$ cat config.mk
export PLATFORM = sky130hd
export DESIGN_NAME = smgr_ctrl
export DESIGN_NICKNAME = d
export VERILOG_FILES = /design/src/rtl/smgr_pkg.sv /design/src/rtl/smgr_ctrl.sv
export SDC_FILE = /design/constraint.sdc
export NUM_CORES = 1
export LEC_CHECK = 0
export ABC_AREA = 1
export ABC_CLOCK_PERIOD_IN_PS = 1800
export BUFFER_PORTS_ARGS = -buffer_cell sky130_fd_sc_hd__buf_4
export CAP_MARGIN = 0
export CORE_AREA = 2 2 39 41
export CTS_CLUSTER_SIZE = 10
export DETAILED_ROUTE_END_ITERATION = 16
export DIE_AREA = 0 0 41 43
export GPL_TIMING_DRIVEN = 0
export HOLD_SLACK_MARGIN = 0.06
export PLACE_DENSITY = 0.51
export SYNTH_ARGS = -nofsm -noshare
export SYNTH_HDL_FRONTEND = slang
export SYNTH_SLANG_ARGS = --single-unit
$ cat constraint.sdc
create_clock -name clk -period 1.8 [get_ports clk]
set_clock_uncertainty 0.15 [all_clocks]
set_input_delay 0.18 -clock clk [delete_from_list [all_inputs] [get_ports clk]]
set_output_delay 0.18 -clock clk [all_outputs]
set_load 0.03 [all_outputs]
$ cat src/rtl/smgr_pkg.sv
// ----------------------------------------------------------------------------
// smgr_pkg: shared types and constants
// Widths, defaults and the controller/datapath interface of the bounded value
// set with closest-pair and range statistics.
// ----------------------------------------------------------------------------
package smgr_pkg;

	localparam int VALUE_W        = 32;
	localparam int LIMIT_W        = 11;
	localparam int CAPACITY_DEF   = 1024;
	localparam int MIN_SPAN_COUNT = 2;
	localparam int OUT_DATA_W     = 80;

	// Commands from the controller to the datapath.
	typedef struct packed {
		logic load_value;   // capture the incoming value
		logic decide;       // judge full or not, restart the scan index
		logic rd_issue;     // read one stored entry and step the index
		logic commit;       // store the value and update count, min and max
		logic load_result;  // move the result into the output register
	} smgr_cmd_t;

	// Status from the datapath to the controller.
	typedef struct packed {
		logic full;
		logic empty;
		logic last_idx;
		logic pipe_busy;
		logic out_free;
	} smgr_stat_t;

endpackage

$ cat src/rtl/smgr_ctrl.sv
// ----------------------------------------------------------------------------
// smgr_ctrl: sequencing controller
// Accepts one value; unless the set is full, scans the stored values (if any)
// and commits the value; then hands the result to the output register.
// ----------------------------------------------------------------------------
module smgr_ctrl
	import smgr_pkg::*;
(
	input  logic       clk,
	input  logic       arst_n,
	input  logic       in_valid,
	output logic       in_ready,
	input  smgr_stat_t stat,
	output smgr_cmd_t  cmd
);

	localparam logic [2:0] ST_IDLE   = 3'd0;
	localparam logic [2:0] ST_EVAL   = 3'd1;
	localparam logic [2:0] ST_SCAN   = 3'd2;
	localparam logic [2:0] ST_DRAIN  = 3'd3;
	localparam logic [2:0] ST_COMMIT = 3'd4;
	localparam logic [2:0] ST_RESULT = 3'd5;

	logic [2:0] state_q;
	logic [2:0] state_d;

	assign in_ready = (state_q == ST_IDLE);

	always_comb begin
		state_d = state_q;
		cmd     = '0;
		unique case (state_q)
			ST_IDLE: begin
				if (in_valid) begin
					cmd.load_value = 1'b1;
					state_d        = ST_EVAL;
				end
			end
			ST_EVAL: begin
				cmd.decide = 1'b1;
				if (stat.full) begin
					state_d = ST_RESULT;
				end else if (stat.empty) begin
					state_d = ST_COMMIT;
				end else begin
					state_d = ST_SCAN;
				end
			end
			ST_SCAN: begin
				cmd.rd_issue = 1'b1;
				if (stat.last_idx) begin
					state_d = ST_DRAIN;
				end
			end
			ST_DRAIN: begin
				// Wait until the last gap has passed the compare stage.
				if (!stat.pipe_busy) begin
					state_d = ST_COMMIT;
				end
			end
			ST_COMMIT: begin
				cmd.commit = 1'b1;
				state_d    = ST_RESULT;
			end
			ST_RESULT: begin
				if (stat.out_free) begin
					cmd.load_result = 1'b1;
					state_d         = ST_IDLE;
				end
			end
			default: begin
				state_d = ST_IDLE;
			end
		endcase
	end

	always_ff @(posedge clk or negedge arst_n) begin
		if (!arst_n) begin
			state_q <= ST_IDLE;
		end else begin
			state_q <= state_d;
		end
	end

endmodule

==> impl_metrics.ini, run 1 <==
[power_and_ir_drop]
powerDensity_mw_per_mm2 = 1835
power.ir.vdd_worst_mv = 0.7307
leakagePower_nw = 0.2648

[worst_setup_path]
r2r_start = state_q[0]
worstSetupPathType = reg2out
reg2reg_depth = 7
worst_path_max_delay_cell = sky130_fd_sc_hd__dfrtp_1
rr_endpoint = state_q[0]
start_kind = flop
reg2reg_slack_ps = 490
crit_path_cell_trace = buf_6 > nor2_2 > inv_1 > nor3_1 > buf_4
timing.critical_path.fanout_max = 10
cp.arrival_ps = 1310
worstSetupEndpointType = output pin
worstPathRequired_ps = 1470
critical_path.max_stage_delay_ps = 360

[sta]
min_period_ps = 1641
finalSetupTns_ps = 0
tightest_slew_ps = 256.8
max_freq_ghz = 0.6095
grt_setup_unrepaired = false
finalHoldViolations = 0
final.setup.worst_slack_ps = 159.4
slew_viol_final = 0
relSlewSlack_pct = 82.72
timing.final.crit_share_pct = 91.14
setup-violations-final = 0

[synth]
yosys.area.top_type = sky130_fd_sc_hd__dfrtp_1
synth_cell_types = 15
yosys-top-cells-area = sky130_fd_sc_hd__dfrtp_1 (27%), sky130_fd_sc_hd__nand2_1 (18%), sky130_fd_sc_hd__nand3_1 (7.2%)
synth_seq_area_share_pct = 27.15
post_synth_instance_area_sq_um = 276.5
ys_seq_elements = 3
postSynthCellCount = 46
yosys.area.top_type_share_pct = 27.15
synth_nets = 54
ys.warnings.count = 0
post_synth.cell_area_avg_sq_um = 6.011

[run_status]
outcome = completed

[route]
drc = 0
final_antenna_net_count = 0
drt_pre_antenna_iters = 4
via_count = 335
wl_per_cell_um = 8.113
postRouteWirelength_um = 649
avgViaCountPerCell = 4.188
initialDrtViolationCount = 6

[finish]
final_layout_size_suffix_gt1_share_pct = 40.63
design_area_final_sq_um = 430.4
biggestRegsByFlops = state_q x3
fin_nets = 73
antenna_cells_inserted = 0
syn2layout_area_growth_pct = 55.66
largest_register_ffs = 3
top_register = state_q
final.fill_count = 165

[cts]
cts-root-to-sink-buffers = 2
ctsHoldBuffers = 1
cts_tree = built
clock-root-buffer = sky130_fd_sc_hd__clkbuf_4
cts_setup_buffers = 0
cts-buffers-inserted = 3
clk_latency_ps = 230
cts_htree_levels = 1
clk_pin_slew_worst_paths_ps = 40
post_cts_resize_count = 0
clock_sink_count = 3

[global_route]
use_met1_pct = 9.677
global_route.usage.met3_pct = 1.571
globalRoute.totalOverflow = 0
groute.layer.met2.usage_pct = 11.25
grt_first_pass_wirelength_um = 917
grt_start_max_net_pins = 11
grt.total_usage_pct = 7.538
global_route.peak_usage_layer = met2
number_of_global_route_vias_before_repair = 242
antenna_found_initial = 0

[job]
max_cap_viol_count = 0

[floorplanning]
boundaryPins = 14
design.core.area_sq_mm = 0.001384
die_h_um = 43
floorplan.die.width_um = 41
die-area_sq_mm = 0.001763
floorplan.initialDensity_pct = 19.98
num_rows = 14

[placement]
portBuffers = 13
placed_cell_area_sq_um = 394.1
detailedPlacementHpwl_um = 524.1
place_ws_ps = 413.6
gpl_wtd_cong = 0.7501

[hold_path]
hold_path.class = in2async
[cell families (layout without fill, tap and decap cells)]
kind of cell           Yosys count  count (layout)  synth area share [%]
flip-flops                       3               3                 27.15
buffers and inverters           11              29                 17.65
AND/OR/NAND/NOR                 30              30                 51.58
AO/OA/AOI/OAI                    2               2                 3.616
[worst max path at each step]
stage | depth (start not counted) | start | endpoint
2_1_floorplan | 3 | state_q[0] | cmd[0]
5_1_grt | 5 | state_q[0] | cmd[4]
3_5_place_dp | 5 | state_q[0] | cmd[4]
4_1_cts | 5 | state_q[0] | cmd[4]
3_3_place_gp | 5 | state_q[0] | cmd[4]
6_report | 5 | state_q[0] | cmd[4]
[layer usage]
metal / vias up / share of wire [%]
met3: 0 / 8.2
met1: 142 / 46
met4: 0 / 0
met2: 14 / 46
li1: 179 / -
met5: - / 0
[worst max-delay path, delay by kind of cell (launching register included)]
| family | cells | cell delay, ps |
|---|---|---|
| buf+inv | 3 | 420 |
| flops | 1 | 360 |
| simple gates | 2 | 310 |
[cell usage in the layout, fill, tap and decap left out, drive strengths merged]
| cell | count |
|---|---|
| nand2 | 15 |
| buf | 14 |
| dlygate4sd3 | 1 |
| nor4 | 1 |
| nand3 | 4 |
| nor2 | 6 |
| inv | 10 |
| o21ai | 1 |
| nor3 | 2 |
| dfrtp | 3 |
| a21oi | 1 |
| nand4 | 2 |
| clkbuf | 4 |
[where the power goes]
| part | switching [mW] | leakage (nW) | internal (mW) |
|---|---|---|---|
| combinational | 0.337 | 0.212 | 0.197 |
| clock | 0.0310 | 0.0150 | 0.0828 |
| sequential | 0.0400 | 0.0374 | 0.101 |
| total | 0.408 | 0.265 | 0.381 |
[cell usage after synthesis]
library cell,number
sky130_fd_sc_hd__nand2_1,13
sky130_fd_sc_hd__inv_1,5
sky130_fd_sc_hd__inv_2,5
sky130_fd_sc_hd__nand3_1,4
sky130_fd_sc_hd__nor2_1,4
sky130_fd_sc_hd__dfrtp_1,3
sky130_fd_sc_hd__nand4_1,2
sky130_fd_sc_hd__nor2_2,2
sky130_fd_sc_hd__nor3_1,2
sky130_fd_sc_hd__a21oi_1,1
sky130_fd_sc_hd__buf_6,1
sky130_fd_sc_hd__nand2_2,1
sky130_fd_sc_hd__nand2_4,1
sky130_fd_sc_hd__nor4_1,1
sky130_fd_sc_hd__o21ai_1,1
[cell type report]
class | instances | area, sq um | area share, %
buffer | 1 | 11.26 | 2.616
clock buffer | 4 | 26.28 | 6.105
inverter | 10 | 37.54 | 8.721
multi-input combinational | 32 | 152.6 | 35.47
sequential | 3 | 75.07 | 17.44
tap | 16 | 20.02 | 4.651
timing repair buffer | 14 | 107.6 | 25.00
[through the flow]
stage	instances	power (mW)	hold WS [ps]	utilization [%]
final	80	0.7896	129.7	31.10
after CTS	80	0.7989	118.6	31.10
after floorplan	46	0.5286	-265.6	-
after detailed placement	75	0.6773	-181.0	28.48
after global routing	80	0.8596	136.7	31.10
after global placement	75	0.6748	-181.1	28.48
Note: power is estimated with default switching activity, not from simulation.
==> run 2, diff against run 1 <==
CORE_AREA = 5 5 42 44   (was 2 2 39 41)
DIE_AREA = 0 0 47 49   (was 0 0 41 43)
REMOVE_ABC_BUFFERS = 1   (was default)
TNS_END_PERCENT = 30   (was default)
==> impl_metrics.ini, run 2 (synthesis gave the netlist of run 1 again) <==
[sta]
slew_viol_final = 0
max_freq_ghz = 0.6016
finalHoldViolations = 0
min_period_ps = 1662
grt_setup_unrepaired = false
timing.final.crit_share_pct = 92.35
tightest_slew_ps = 315.1
finalSetupTns_ps = 0
fin_hold_ws_ps = 126.8
setup-violations-final = 0
relSlewSlack_pct = 78.99

[route]
drt_pre_antenna_iters = 3
avgViaCountPerCell = 4.152
final_antenna_net_count = 0
via_count = 328
wl_per_cell_um = 8.848
initialDrtViolationCount = 1
drc = 0
postRouteWirelength_um = 699

[floorplanning]
floorplan.initialDensity_pct = 19.73
design.core.area_sq_mm = 0.001401
die_h_um = 49
boundaryPins = 14
num_rows = 14
die-area_sq_mm = 0.002303
floorplan.die.width_um = 47

[finish]
design_area_final_sq_um = 419.2
final.fill_count = 171
largest_register_ffs = 3
biggestRegsByFlops = state_q x3
antenna_cells_inserted = 0
fin_nets = 72
top_register = state_q
syn2layout_area_growth_pct = 51.58
final_layout_size_suffix_gt1_share_pct = 39.68
commonest_cells_after_routing_fill_and_taps_aside = sky130_fd_sc_hd__nand2_1 (13), sky130_fd_sc_hd__buf_4 (13), sky130_fd_sc_hd__inv_1 (5), sky130_fd_sc_hd__inv_2 (5)

[cts]
cts-buffers-inserted = 3
cts_tree = built
clock_sink_count = 3
cts_setup_buffers = 0
cts_htree_levels = 1
clk_latency_ps = 230
clk_pin_slew_worst_paths_ps = 40
clock-root-buffer = sky130_fd_sc_hd__clkbuf_4
cts-root-to-sink-buffers = 2

[worst_setup_path]
crit_path_max_delay_family = flip-flops
worst_path_max_delay_cell = sky130_fd_sc_hd__dfrtp_1
reg2reg_depth = 6
r2r_start = state_q[0]
cp.arrival_ps = 1330
worstPathRequired_ps = 1470
worstSetupEndpointType = output pin
combined_buffer_and_inverter_count_along_the_critical_path = 2
timing.critical_path.fanout_max = 10
crit_path_cell_trace = nor2_2 > inv_1 > nor3_1 > buf_4
critical_path.max_stage_delay_ps = 480
start_kind = flop
setup.worst_path.start = state_q[0]
cp.depth = 4
worstSetupPathType = reg2out

[power_and_ir_drop]
powerDensity_mw_per_mm2 = 1809
leakagePower_nw = 0.2587
p_total_mw = 0.7582
power.ir.vdd_worst_mv = 0.7013

[placement]
gpl_wtd_cong = 0.6937
detailedPlacementHpwl_um = 573.4
placed_cell_area_sq_um = 382.9
portBuffers = 13

[run_status]
outcome = completed

[job]
max_cap_viol_count = 0

[global_route]
globalRoute.totalOverflow = 0
number_of_global_route_vias_before_repair = 285
grt_first_pass_wirelength_um = 1138
grt.total_usage_pct = 6.977
grt_start_max_net_pins = 11
antenna_found_initial = 0

[hold_path]
hold_path.class = in2async
==> run 2: path summary, 6_finish.rpt <==
kind                       slack (ps)    endpoint
setup / recovery                  140      cmd[4]
hold / removal                    130  state_q[2]
setup reg to reg                  480  state_q[0]
hold reg to reg                   530  state_q[0]
max in group asynchronous        1280  state_q[0]
min in group clk                  160  state_q[2]
==> run 2: through the flow <==
| step | instances | setup slack [ps] | util (%) |
|---|---|---|---|
| detailed placement | 74 | 378.5 | 27.32 |
| global placement | 74 | 373.3 | 27.32 |
| CTS | 79 | 119.1 | 29.91 |
| global route | 79 | 19.91 | 29.91 |
| floorplan | 45 | -54.75 | - |
| finish | 79 | 137.7 | 29.91 |
==> run 2: metal layers <==
layer / vias up / GRT usage, % / share of wire, %
li1: 178 / - / -
met1: 142 / 7.489 / 41
met2: 8 / 10.63 / 50
met3: 0 / 6.642 / 9.4
met4: 0 / 0 / 0
met5: - / 0 / 0
==> run 2: worst reg2reg max path, cell delays in order, from the launching register on <==
cell and delay, ps:
sky130_fd_sc_hd__dfrtp_1 480, sky130_fd_sc_hd__nor2_2 210, sky130_fd_sc_hd__nand3_1 110, sky130_fd_sc_hd__nand2_1 110, sky130_fd_sc_hd__nor2_2 50, sky130_fd_sc_hd__nand2_1 50
sky130_fd_sc_hd__nand2_1 40
==> run 2: report_power, final <==
part | leakage [nW] | internal, mW | switching (mW)
Sequential | 0.0374 | 0.101 | 0.0680
Combinational | 0.206 | 0.175 | 0.296
Clock | 0.0150 | 0.0831 | 0.0349
==> run 2: repair_timing <==
action | 4_1_cts | 5_1_grt
hold buffers | 1 | 0
endpoints found under the hold margin | 3 | 0
resized for setup | 0 | 0
setup endpoints to repair | 0 | 0
==> run 2: final cells by class <==
class                      instances  area (sq um)  area share [%]
inverter                          10         37.54           8.955
multi-input combinational         32         152.6           36.42
tap                               16         20.02           4.776
sequential                         3         75.07           17.91
timing repair buffer              14         107.6           25.67
clock buffer                       4         26.28           6.269
